## config.mk

```make
export PLATFORM = sky130hd
export DESIGN_NAME = padded_logical_path_parser_core_flat
export DESIGN_NICKNAME = d
export VERILOG_FILES = /design/src/sv/plpp_pkg.sv /design/src/sv/plpp_if.sv /design/src/sv/padded_logical_path_parser_core.sv /design/src/sv/plpp_parser.sv /design/src/flat_wrapper.sv
export SDC_FILE = /design/constraint.sdc
export NUM_CORES = 1
export LEC_CHECK = 0
export BUFFER_PORTS_ARGS = -buffer_cell sky130_fd_sc_hd__buf_4
export CORE_ASPECT_RATIO = 1.2
export CORE_MARGIN = 4
export CORE_UTILIZATION = 37
export DETAILED_ROUTE_END_ITERATION = 8
export SLEW_MARGIN = 20
export SYNTH_ARGS = -nofsm -noshare
export SYNTH_HDL_FRONTEND = slang
export SYNTH_SLANG_ARGS = --single-unit
```

## constraint.sdc

```tcl
create_clock -name clk_i -period 5.45 [get_ports clk_i]
set_input_delay 1.3625 -clock clk_i [delete_from_list [all_inputs] [get_ports clk_i]]
set_output_delay 1.3625 -clock clk_i [all_outputs]
set_load 0.005 [all_outputs]
```

## src/sv/plpp_pkg.sv

```systemverilog
package plpp_pkg;

  localparam logic [7:0] SEG_CLASS_8      = 8'h20;
  localparam logic [7:0] SEG_CLASS_16     = 8'h21;
  localparam logic [7:0] SEG_INSTANCE_8   = 8'h24;
  localparam logic [7:0] SEG_INSTANCE_16  = 8'h25;
  localparam logic [7:0] SEG_ATTRIBUTE_8  = 8'h30;
  localparam logic [7:0] SEG_ATTRIBUTE_16 = 8'h31;

  localparam int unsigned WordsWidth = 9;

  typedef enum logic [2:0] {
    PH_IDLE,
    PH_TYPE,
    PH_VAL8,
    PH_PAD,
    PH_LO,
    PH_HI,
    PH_ERR
  } phase_e;

  typedef enum logic [1:0] {
    TGT_CLASS,
    TGT_INSTANCE,
    TGT_ATTRIBUTE
  } target_e;

  typedef struct packed {
    logic        status;
    logic [15:0] class_value;
    logic [15:0] instance_value;
    logic [15:0] attribute_value;
    logic [7:0]  path_words;
    logic [9:0]  bytes_consumed;
  } result_t;

endpackage

```

## src/sv/plpp_if.sv

```systemverilog
interface plpp_in_if;
  logic       valid;
  logic       ready;
  logic [7:0] data_byte;
  logic       path_start;

  modport source(output valid, output data_byte, output path_start, input ready);
  modport sink(input valid, input data_byte, input path_start, output ready);
endinterface

interface plpp_out_if;
  logic        valid;
  logic        ready;
  logic        status;
  logic [15:0] class_value;
  logic [15:0] instance_value;
  logic [15:0] attribute_value;
  logic [7:0]  path_words;
  logic [9:0]  bytes_consumed;

  modport source(
    output valid, output status, output class_value, output instance_value,
    output attribute_value, output path_words, output bytes_consumed, input ready
  );
  modport sink(
    input valid, input status, input class_value, input instance_value,
    input attribute_value, input path_words, input bytes_consumed, output ready
  );
endinterface

```

## src/sv/padded_logical_path_parser_core.sv

```systemverilog
// Byte-serial parser for padded logical paths. Each transfer on in_i carries one byte;
// path_start marks the size byte and restarts the parser at any point. A byte passes
// through an input register and is parsed from there, so one byte is taken every clock
// while out_o is ready, and a closing byte's result goes on through the result register.
// A path ends with one result transfer on out_o holding the class, instance and attribute
// ids, or with status set and zero ids on a reserved or unknown segment type, after which
// bytes are ignored until the next path_start. The result register holds a waiting
// result while other bytes are still parsed; a closing byte waits in the input register.
module padded_logical_path_parser_core (
  input  logic      clk_i,
  input  logic      rst_ni,
  plpp_in_if.sink   in_i,
  plpp_out_if.source out_o
);
  import plpp_pkg::*;

  logic       in_valid_q;
  logic [7:0] in_byte_q;
  logic       in_start_q;
  logic       out_valid_q;
  result_t    out_res_q;
  logic       res_valid;
  result_t    res;
  logic       out_free;
  logic       step;

  assign out_free   = !out_valid_q || out_o.ready;
  assign step       = in_valid_q && (!res_valid || out_free);
  assign in_i.ready = !in_valid_q || step;

  plpp_parser u_parser (
    .clk_i       (clk_i),
    .rst_ni      (rst_ni),
    .step_i      (step),
    .data_byte_i (in_byte_q),
    .path_start_i(in_start_q),
    .res_valid_o (res_valid),
    .res_o       (res)
  );

  always_ff @(posedge clk_i or negedge rst_ni) begin
    if (!rst_ni) begin
      in_valid_q <= 1'b0;
    end else if (in_i.ready) begin
      in_valid_q <= in_i.valid;
    end
  end

  always_ff @(posedge clk_i) begin
    if (in_i.ready && in_i.valid) begin
      in_byte_q  <= in_i.data_byte;
      in_start_q <= in_i.path_start;
    end
  end

  always_ff @(posedge clk_i or negedge rst_ni) begin
    if (!rst_ni) begin
      out_valid_q <= 1'b0;
    end else if (step && res_valid) begin
      out_valid_q <= 1'b1;
    end else if (out_o.ready) begin
      out_valid_q <= 1'b0;
    end
  end

  always_ff @(posedge clk_i) begin
    if (step && res_valid) begin
      out_res_q <= res;
    end
  end

  assign out_o.valid           = out_valid_q;
  assign out_o.status          = out_res_q.status;
  assign out_o.class_value     = out_res_q.class_value;
  assign out_o.instance_value  = out_res_q.instance_value;
  assign out_o.attribute_value = out_res_q.attribute_value;
  assign out_o.path_words      = out_res_q.path_words;
  assign out_o.bytes_consumed  = out_res_q.bytes_consumed;

endmodule

```

## src/sv/plpp_parser.sv

```systemverilog
module plpp_parser (
  input  logic             clk_i,
  input  logic             rst_ni,
  input  logic             step_i,
  input  logic [7:0]       data_byte_i,
  input  logic             path_start_i,
  output logic             res_valid_o,
  output plpp_pkg::result_t res_o
);
  import plpp_pkg::*;

  phase_e                phase_q, phase_d;
  target_e               target_q, target_d;
  logic [7:0]            size_q, size_d;
  logic [WordsWidth-1:0] words_q, words_d;
  logic [7:0]            low_q, low_d;
  logic [15:0]           class_q, class_d;
  logic [15:0]           inst_q, inst_d;
  logic [15:0]           attr_q, attr_d;
  logic                  emit;
  logic                  err;
  logic                  store;
  logic [15:0]           store_val;

  always_comb begin
    phase_d   = phase_q;
    target_d  = target_q;
    size_d    = size_q;
    words_d   = words_q;
    low_d     = low_q;
    emit      = 1'b0;
    err       = 1'b0;
    store     = 1'b0;
    store_val = {8'h00, data_byte_i};

    if (path_start_i) begin
      size_d   = data_byte_i;
      words_d  = '0;
      target_d = TGT_CLASS;
      low_d    = '0;
      if (data_byte_i == 8'h00) begin
        emit = 1'b1;
      end else begin
        phase_d = PH_TYPE;
      end
    end else begin
      unique case (phase_q)
        PH_TYPE: begin
          case (data_byte_i)
            SEG_CLASS_8: begin
              target_d = TGT_CLASS;
              phase_d  = PH_VAL8;
            end
            SEG_INSTANCE_8: begin
              target_d = TGT_INSTANCE;
              phase_d  = PH_VAL8;
            end
            SEG_ATTRIBUTE_8: begin
              target_d = TGT_ATTRIBUTE;
              phase_d  = PH_VAL8;
            end
            SEG_CLASS_16: begin
              target_d = TGT_CLASS;
              phase_d  = PH_PAD;
            end
            SEG_INSTANCE_16: begin
              target_d = TGT_INSTANCE;
              phase_d  = PH_PAD;
            end
            SEG_ATTRIBUTE_16: begin
              target_d = TGT_ATTRIBUTE;
              phase_d  = PH_PAD;
            end
            default: begin
              emit = 1'b1;
              err  = 1'b1;
            end
          endcase
        end
        PH_VAL8: begin
          store   = 1'b1;
          words_d = words_q + WordsWidth'(1);
          if (words_d >= {1'b0, size_q}) begin
            emit = 1'b1;
          end else begin
            phase_d = PH_TYPE;
          end
        end
        PH_PAD: begin
          phase_d = PH_LO;
        end
        PH_LO: begin
          low_d   = data_byte_i;
          phase_d = PH_HI;
        end
        PH_HI: begin
          store     = 1'b1;
          store_val = {data_byte_i, low_q};
          words_d   = words_q + WordsWidth'(2);
          if (words_d >= {1'b0, size_q}) begin
            emit = 1'b1;
          end else begin
            phase_d = PH_TYPE;
          end
        end
        default: begin
        end
      endcase
    end

    if (path_start_i) begin
      class_d = '0;
      inst_d  = '0;
      attr_d  = '0;
    end else begin
      class_d = (store && target_q == TGT_CLASS) ? store_val : class_q;
      inst_d  = (store && target_q == TGT_INSTANCE) ? store_val : inst_q;
      attr_d  = (store && target_q != TGT_CLASS && target_q != TGT_INSTANCE) ?
                store_val : attr_q;
    end

    if (emit) begin
      phase_d = err ? PH_ERR : PH_IDLE;
    end

    res_valid_o           = emit;
    res_o.status          = err;
    res_o.class_value     = err ? 16'h0000 : class_d;
    res_o.instance_value  = err ? 16'h0000 : inst_d;
    res_o.attribute_value = err ? 16'h0000 : attr_d;
    res_o.path_words      = size_d;
    res_o.bytes_consumed  = err ? 10'h000 : {words_d, 1'b1};
  end

  always_ff @(posedge clk_i or negedge rst_ni) begin
    if (!rst_ni) begin
      phase_q  <= PH_IDLE;
      target_q <= TGT_CLASS;
      size_q   <= '0;
      words_q  <= '0;
      low_q    <= '0;
      class_q  <= '0;
      inst_q   <= '0;
      attr_q   <= '0;
    end else if (step_i) begin
      phase_q  <= phase_d;
      target_q <= target_d;
      size_q   <= size_d;
      words_q  <= words_d;
      low_q    <= low_d;
      class_q  <= class_d;
      inst_q   <= inst_d;
      attr_q   <= attr_d;
    end
  end

endmodule

```

## src/flat_wrapper.sv

```systemverilog
// flat-port wrapper written by rule: the top's interface ports become plain ports
module padded_logical_path_parser_core_flat import plpp_pkg::*;
  (clk_i, rst_ni, in_i_valid, in_i_data_byte, in_i_path_start, in_i_ready, out_o_valid, out_o_status, out_o_class_value, out_o_instance_value, out_o_attribute_value, out_o_path_words, out_o_bytes_consumed, out_o_ready);
  plpp_in_if in_i_i ();
  plpp_out_if out_o_i ();
  input  logic clk_i;
  input  logic rst_ni;
  input wire logic [$bits(in_i_i.valid)-1:0] in_i_valid;
  input wire logic [$bits(in_i_i.data_byte)-1:0] in_i_data_byte;
  input wire logic [$bits(in_i_i.path_start)-1:0] in_i_path_start;
  output wire logic [$bits(in_i_i.ready)-1:0] in_i_ready;
  output wire logic [$bits(out_o_i.valid)-1:0] out_o_valid;
  output wire logic [$bits(out_o_i.status)-1:0] out_o_status;
  output wire logic [$bits(out_o_i.class_value)-1:0] out_o_class_value;
  output wire logic [$bits(out_o_i.instance_value)-1:0] out_o_instance_value;
  output wire logic [$bits(out_o_i.attribute_value)-1:0] out_o_attribute_value;
  output wire logic [$bits(out_o_i.path_words)-1:0] out_o_path_words;
  output wire logic [$bits(out_o_i.bytes_consumed)-1:0] out_o_bytes_consumed;
  input wire logic [$bits(out_o_i.ready)-1:0] out_o_ready;
  assign in_i_i.valid = in_i_valid;
  assign in_i_i.data_byte = in_i_data_byte;
  assign in_i_i.path_start = in_i_path_start;
  assign in_i_ready = in_i_i.ready;
  assign out_o_valid = out_o_i.valid;
  assign out_o_status = out_o_i.status;
  assign out_o_class_value = out_o_i.class_value;
  assign out_o_instance_value = out_o_i.instance_value;
  assign out_o_attribute_value = out_o_i.attribute_value;
  assign out_o_path_words = out_o_i.path_words;
  assign out_o_bytes_consumed = out_o_i.bytes_consumed;
  assign out_o_i.ready = out_o_ready;
  padded_logical_path_parser_core u_core (.clk_i(clk_i), .rst_ni(rst_ni), .in_i(in_i_i), .out_o(out_o_i));
endmodule
```

==> qor.yml, run 1 <==
final_layout:
  num-fill-cells: 1945
  layout.cells.non_filler: 1050
  layout.cells.most_common_list: "nand2_1, buf_4, dfrtp_1, edfxtp_1, nor2_1"
  insertedDiodeCount: 0
  final_common_cell: "nand2_1"
  drive_above_1_share_pct: 18.0
  multi_input_comb_area_sq_um: 2970
  seq_area_sq_um: 4280
  area_growth_syn_to_layout_pct: 17.6
  fin_nets: 803
sta:
  worst_pin_slew_ns: 1.05
  minimum_clock_period_ns: 4.79
  fin_setup_tns_ns: 0
  final_min_period_over_clock_period_pct: 88.0
  max_clk_rate_mhz: 209
  rsz0062_at_grt: "false"
  final_critical_path_setup_slack_ns: 0.655
  timing.final.setup_violations: 0
  timing_hold_violations_final: 0
  fin_worst_skew_ns: 0.00862
  relSlewSlack_pct: 29.9
  final_max_slew_viol_count: 0
setup_path:
  path_max_fanout: 9
  worst-endpoint-arrival_ns: 3.43
  cp.required_ns: 4.09
  timing_worst_setup_path_type: "flop to output pin"
  max_stage_delay_ns: 0.55
  path_delay_family: "compound AO/OA/AOI/OAI gates"
  worst_setup_path_start_kind: "flop"
  cpMaxStageDelayCell: "dfrtp_1"
  path_cells: "ha_1 -> nand3_2 -> nor2_1 -> xor2_1 -> ha_1 -> a211oi_1 -> o21a_1 -> a21oi_1 -> o21ai_0 -> a21oi_2 -> nand3_1 -> buf_4"
  path_buf_inv: 1
  crit_path_frequent_cell: "ha_1"
  timing.critical_path.to_type: "output pin"
logic_synthesis:
  post_synth_inst_count: 719
  synth-async-reset-ratio_pct: 51.3
  netlist-cell-type-count: 62
  ys_seq_elements: 156
  synth.cell_area_sq_um: 7550
  ys.warnings.count: 0
  synth_fp_nets: 750
  dominantRegCellSynth: "dfrtp_1"
  postSynthAreaPerCell_sq_um: 10.5
  synth-edff-count: 76
  yosysSeqAreaShare_pct: 56.7
floorplanning:
  die_h_um: 165
  die_width_um: 138
  io_pins: 82
  rows: 57
  dieArea_sq_um: 22800
  start_util_pct: 37.4
  fp.coreArea_sq_um: 20200
route:
  drt_drc_violations_left: 0
  detail_route.wl_per_cell_um: 18.2
  drt_pre_antenna_iters: 5
  drt_iter0_drc: 473
  final_antenna_violating_net_count: 0
  route.final.wire_length_um: 19100
  avgViaCountPerCell: 5.37
  vias: 5638
global_route:
  antenna_found_initial: 0
  gr-total-overflow: 0
  grt_pass1_wl_um: 30800
  track_usage_pct: 17.1
  grt_start_max_net_pins: 57
  number_of_global_route_vias_before_repair: 5555
power:
  pwr_density_cell_nw_per_um2: 396
  largest_voltage_drop_on_the_vdd_net_v: 0.000235
  total_leakage_power_nw: 3.54
clock_tree:
  ctsHoldBuffers: 0
  root_buffer: "clkbuf_16"
  cts.sinks: 156
  cts_tree: "yes"
  path_clk_slew_ns: 0.07
  postCtsSetupBuffers: 0
  maximum_number_of_buffers_from_clock_root_to_sink: 2
  insertion_delay_ns: 0.43
  cts.htree.levels: 4
  ctsResizeCount: 0
  cts_inserted_buffers: 17
placement:
  place.gp.congestion: 0.876
  hpwl_um: 12500
  place_ws_ns: 1.12
  portBuffers: 81
  place_inst: 1018
outcome:
  outcome: "completed"
min_path:
  holdCritPathClass: "flop to flop"
run:
  maxCapViolations: 0
power breakdown:
part | total [mW] | internal (mW) | switching, mW
Clock | 1.12 | 0.605 | 0.512
Combinational | 0.817 | 0.320 | 0.497
Sequential | 1.58 | 1.44 | 0.145
Total | 3.51 | 2.36 | 1.16
flip-flops by register name (all words and copies together) (netlist names), 2 cells and up:
| name | count |
|---|---|
| u_core.in_byte_q | 8 |
| u_core.out_o.attribute_value | 16 |
| u_core.out_o.bytes_consumed | 10 |
| u_core.out_o.class_value | 16 |
| u_core.out_o.instance_value | 16 |
| u_core.out_o.path_words | 8 |
| u_core.u_parser.attr_q | 16 |
| u_core.u_parser.class_q | 16 |
| u_core.u_parser.inst_q | 16 |
| u_core.u_parser.low_q | 8 |
| u_core.u_parser.phase_q | 3 |
| u_core.u_parser.size_q | 8 |
| u_core.u_parser.target_q | 2 |
| u_core.u_parser.words_q | 9 |
metal layers:
layer / track usage [%] / routed length [um] / share of wire, % / vias to the layer above
li1: - / - / - / 2693
met1: 22.7 / 8520 / 44 / 2714
met2: 27.9 / 9090 / 47 / 200
met3: 3.76 / 1180 / 6.2 / 31
met4: 5.75 / 357 / 1.9 / 0
met5: 0 / 0 / 0 / -
cell type report:
type / count / area share [%]
Sequential cell: 156 / 48.2
Clock buffer: 19 / 4.99
Multi-Input combinational cell: 492 / 33.4
Clock inverter: 13 / 1.24
Timing Repair Buffer: 90 / 7.75
Inverter: 15 / 0.634
Tap cell: 265 / 3.73
through the flow:
step | instance area, sq um | util, % | power (mW) | hold slack [ns]
final | 8880 | 44.0 | 3.51 | 0.503
after global routing | 8880 | 44.0 | 3.72 | 0.518
after CTS | 8880 | 44.0 | 3.54 | 0.504
after detailed placement | 8330 | 41.3 | 2.42 | 0.483
after global placement | 8330 | 41.3 | 2.41 | 0.482
after floorplan | 7560 | - | 2.12 | 0.466
worst paths after layout:
path / start / endpoint / slack, ns / cells after the start
setup reg to reg: u_core.u_parser.words_q[0]$_DFFE_PN0P_ / u_core.out_o.class_value[3]$_SDFFCE_PP0P_ / 1.26 / 12
hold reg to reg: u_core.u_parser.low_q[2]$_DFFE_PN0P_ / u_core.u_parser.low_q[2]$_DFFE_PN0P_ / 0.50 / 1
hold / removal: u_core.u_parser.low_q[2]$_DFFE_PN0P_ / u_core.u_parser.low_q[2]$_DFFE_PN0P_ / 0.50 / 1
max in group asynchronous: rst_ni / u_core.u_parser.inst_q[3]$_DFFE_PN0P_ / 3.56 / 2
setup / recovery: u_core.u_parser.words_q[0]$_DFFE_PN0P_ / in_i_ready / 0.66 / 12
min in group asynchronous: rst_ni / u_core.u_parser.size_q[6]$_DFFE_PN0P_ / 0.91 / 1
synth_stat cells, types with 4 or more instances:
library cell    n  area share [%]
dfrtp_1        80              26
edfxtp_1       76              30
buf_2          14            0.93
o211ai_1        7            0.70
and3_1          6            0.50
a22oi_1         8            0.79
nand2_1       126             6.3
o31ai_1         6            0.60
o21ai_1         5            0.33
mux2i_1         8             1.1
and2_1          5            0.41
a211oi_1        5            0.50
nand4_1         6            0.50
clkbuf_2        4            0.26
buf_4           6            0.60
xnor2_1         8            0.93
buf_1           4            0.20
nor3_1         10            0.66
a21o_1          4            0.40
a21oi_2         4            0.46
ha_1           18             3.0
o221ai_1        8            0.93
xor2_1          8            0.93
a221o_1         4            0.53
o21ai_0        16             1.1
clkbuf_1       25             1.2
o21a_1          4            0.40
nand3_1        19             1.3
nor2_1         72             3.6
nor2b_1         4            0.33
a22o_1         37             4.3
a21oi_1        54             3.6
inv_1          15            0.75
logic make-up (layout without fill, tap and decap cells):
| group | Yosys count | count (layout) | share of synthesized area, % |
|---|---|---|---|
| AO/OA/AOI/OAI | 179 | 179 | 16.7 |
| buffers and inverters | 71 | 137 | 4.42 |
| AND/OR/NAND/NOR | 268 | 268 | 15.8 |
| adder cells (fa/ha/maj) | 18 | 18 | 2.98 |
| flip-flops | 156 | 156 | 56.7 |
| multiplexers | 11 | 11 | 1.51 |
| XOR/XNOR | 16 | 16 | 1.85 |
Power figures use the tool's default switching activity.
==> inputs of run 2 (changes only) <==
--- a/config.mk
+++ b/config.mk
@@ -10,6 +10,7 @@
 export CORE_MARGIN = 4
 export CORE_UTILIZATION = 37
 export DETAILED_ROUTE_END_ITERATION = 8
+export GPL_TIMING_DRIVEN = 0
 export SLEW_MARGIN = 20
 export SYNTH_ARGS = -nofsm -noshare
 export SYNTH_HDL_FRONTEND = slang
==> qor.yml, run 2 (synthesized netlist as in run 1, its figures left out) <==
outcome:
  outcome: "completed"
global_route:
  track_usage_pct: 18.2  # +1.1 points
  grt_start_max_net_pins: 81  # +42%
  grt_pass1_wl_um: 32200  # +4.5%
  gr-total-overflow: 0  # unchanged
  number_of_global_route_vias_before_repair: 5625  # +1.3%
  antenna_found_initial: 0  # unchanged
setup_path:
  startpoint_of_the_worst_setup_timing_path: "u_core.u_parser.words_q[2]$_DFFE_PN0P_"
  max_stage_delay_ns: 0.49  # -0.06 ns
  timing.critical_path.to_type: "output pin"
  worst-endpoint-arrival_ns: 3.59  # +0.16 ns
  timing_worst_setup_path_type: "flop to output pin"
  reg2reg_from: "u_core.u_parser.words_q[2]$_DFFE_PN0P_"
  worst_setup_path_start_kind: "flop"
  path_max_fanout: 8  # -1
  cp.required_ns: 4.09  # about the same
  cpMaxStageDelayCell: "dfrtp_1"
  path_cells: "ha_1 -> clkbuf_1 -> nand2_1 -> nor2_1 -> nand2_1 -> xnor2_1 -> ha_1 -> o21ai_0 -> a21oi_1 -> o21ai_0 -> a21oi_2 -> nand3_1 -> buf_4"
route:
  drt_iter0_drc: 648  # +37%
  vias: 5846  # +3.7%
  final_antenna_violating_net_count: 0  # unchanged
  route.final.wire_length_um: 20400  # +6.4%
  avgViaCountPerCell: 5.32  # -0.93%
  drt_pre_antenna_iters: 5  # unchanged
  drt_drc_violations_left: 0  # unchanged
  detail_route.wl_per_cell_um: 18.5  # +1.6%
sta:
  fin_setup_tns_ns: 0  # unchanged
  worst_pin_slew_ns: 0.897  # -0.152 ns
  minimum_clock_period_ns: 4.96  # +0.163 ns
  timing_hold_violations_final: 0  # unchanged
  final_critical_path_setup_slack_ns: 0.493  # -0.163 ns
  holdWs_ns: 0.500  # -0.00319 ns
  final_min_period_over_clock_period_pct: 91.0  # +3.0 points
  relSlewSlack_pct: 39.9  # +10 points
  fin_worst_skew_ns: 0.00867  # +0.0000523 ns
  timing.final.setup_violations: 0  # unchanged
  final_max_slew_viol_count: 0  # unchanged
  rsz0062_at_grt: "false"
  max_clk_rate_mhz: 202  # -3.3%
clock_tree:
  cts.htree.levels: 4  # unchanged
  ctsHoldBuffers: 0  # unchanged
  cts_inserted_buffers: 17  # unchanged
  cts_tree: "yes"
  insertion_delay_ns: 0.44  # about the same
  path_clk_slew_ns: 0.07  # about the same
  root_buffer: "clkbuf_16"
  maximum_number_of_buffers_from_clock_root_to_sink: 2  # unchanged
  postCtsSetupBuffers: 0  # unchanged
  cts.sinks: 156  # unchanged
  ctsResizeCount: 0  # unchanged
final_layout:
  final_common_cell: "nand2_1"
  final_core_util_pct: 45.2  # +1.2 points
  fin_nets: 852  # +6.1%
  drive_above_1_share_pct: 19.4  # +1.5 points
  insertedDiodeCount: 0  # unchanged
  postLayoutCellArea_sq_um: 9120  # +2.7%
  num-fill-cells: 1928  # -0.87%
  area_growth_syn_to_layout_pct: 20.8
  layout.cells.non_filler: 1099  # +4.7%
  layout.cells.most_common_list: "nand2_1, buf_4, dfrtp_1, edfxtp_1, nor2_1"
power:
  power_internal_mw: 2.39  # +1.4%
  pwr_density_cell_nw_per_um2: 395  # -0.29%
  power_frac_seq_pct: 42.7  # -2.3 points
  total_leakage_power_nw: 3.68  # +4.2%
  netSwitchingPower_mw: 1.21  # +4.4%
  sw_frac_of_total_pct: 33.5  # +0.64 points
  largest_voltage_drop_on_the_vdd_net_v: 0.000240  # +1.9%
  combinationalPowerShare_pct: 25.1  # +1.9 points
  clock_power_share_pct: 32.1  # +0.3 points
  finalPower_mw: 3.60  # +2.4%
min_path:
  holdCritPathClass: "flop to flop"
  worstHoldStart: "u_core.u_parser.low_q[7]$_DFFE_PN0P_"
floorplanning:
  dieArea_sq_um: 22800  # unchanged
  rows: 57  # unchanged
  fp.coreArea_sq_um: 20200  # unchanged
  die_h_um: 165  # unchanged
  io_pins: 82  # unchanged
  start_util_pct: 37.4  # unchanged
  die_width_um: 138  # unchanged
placement:
  detailed_place.area_sq_um: 8550  # +2.6%
  place_inst: 1067  # +4.8%
  place.gp.congestion: 0.836  # -4.5%
  place_ws_ns: 0.982  # -0.142 ns
  portBuffers: 81  # unchanged
  hpwl_um: 14000  # +12%
run:
  maxCapViolations: 0  # unchanged
-- run 2: cell types whose count changed in the layout (fill, tap and decap cells not counted), sizes merged --
cell,before,now
buf,90,110
clkbuf,19,47
clkinv,5,6
clkinvlp,4,1
inv,19,22
-- run 2: final timing paths --
kind | end | slack, ns | cells after the start
worst min-delay path | u_core.u_parser.low_q[7]$_DFFE_PN0P_ | 0.50 | 1
worst max-delay path | in_i_ready | 0.49 | 13
worst max register to register | u_core.out_o.class_value[3]$_SDFFCE_PP0P_ | 1.20 | 17
min in group asynchronous | u_core.u_parser.size_q[6]$_DFFE_PN0P_ | 0.93 | 1
worst min register to register | u_core.u_parser.low_q[7]$_DFFE_PN0P_ | 0.50 | 1
max in group asynchronous | u_core.u_parser.inst_q[5]$_DFFE_PN0P_ | 3.92 | 1
-- run 2: critical path, delay by kind of cell, from the launching register on --
| family | cells | cell delay (ns) |
|---|---|---|
| buffers and inverters | 2 | 0.45 |
| xor gates and xnor gates | 1 | 0.15 |
| AOI/OAI and AO/OA | 4 | 0.99 |
| and+or+nand+nor | 4 | 0.58 |
| DFF | 1 | 0.49 |
| adders and majority gates | 2 | 0.49 |
-- run 2: cell type report --
type                    count  area (sq um)  area share, %
flip-flops and latches    156          4280           47.0
repair buffers             83           652           7.14
clock buffers              18           439           4.81
plain buffers              56           278           3.04
multi-input cells         492          2950           32.3
well taps                 265           332           3.63
clock inverters            14           133           1.45
inverters                  15          56.3          0.617
-- run 2: routing by layer --
metal | wire length, um | track usage, % | share of wire (%)
met2 | 9540 | 28.4 | 47
met5 | 0 | 0 | 0
met3 | 1030 | 3.42 | 5.1
met1 | 9350 | 25.4 | 46
met4 | 448 | 6.74 | 2.2
-- run 2: power by group through the flow --
stage          clock network (mW)  logic (mW)  registers, mW
2_1_floorplan                   0       0.576           1.54
5_1_grt                      1.22        1.01           1.56
3_3_place_gp                    0       0.879           1.56
3_5_place_dp                    0       0.904           1.56
4_1_cts                      1.18       0.908           1.54
6_report                     1.16       0.905           1.54
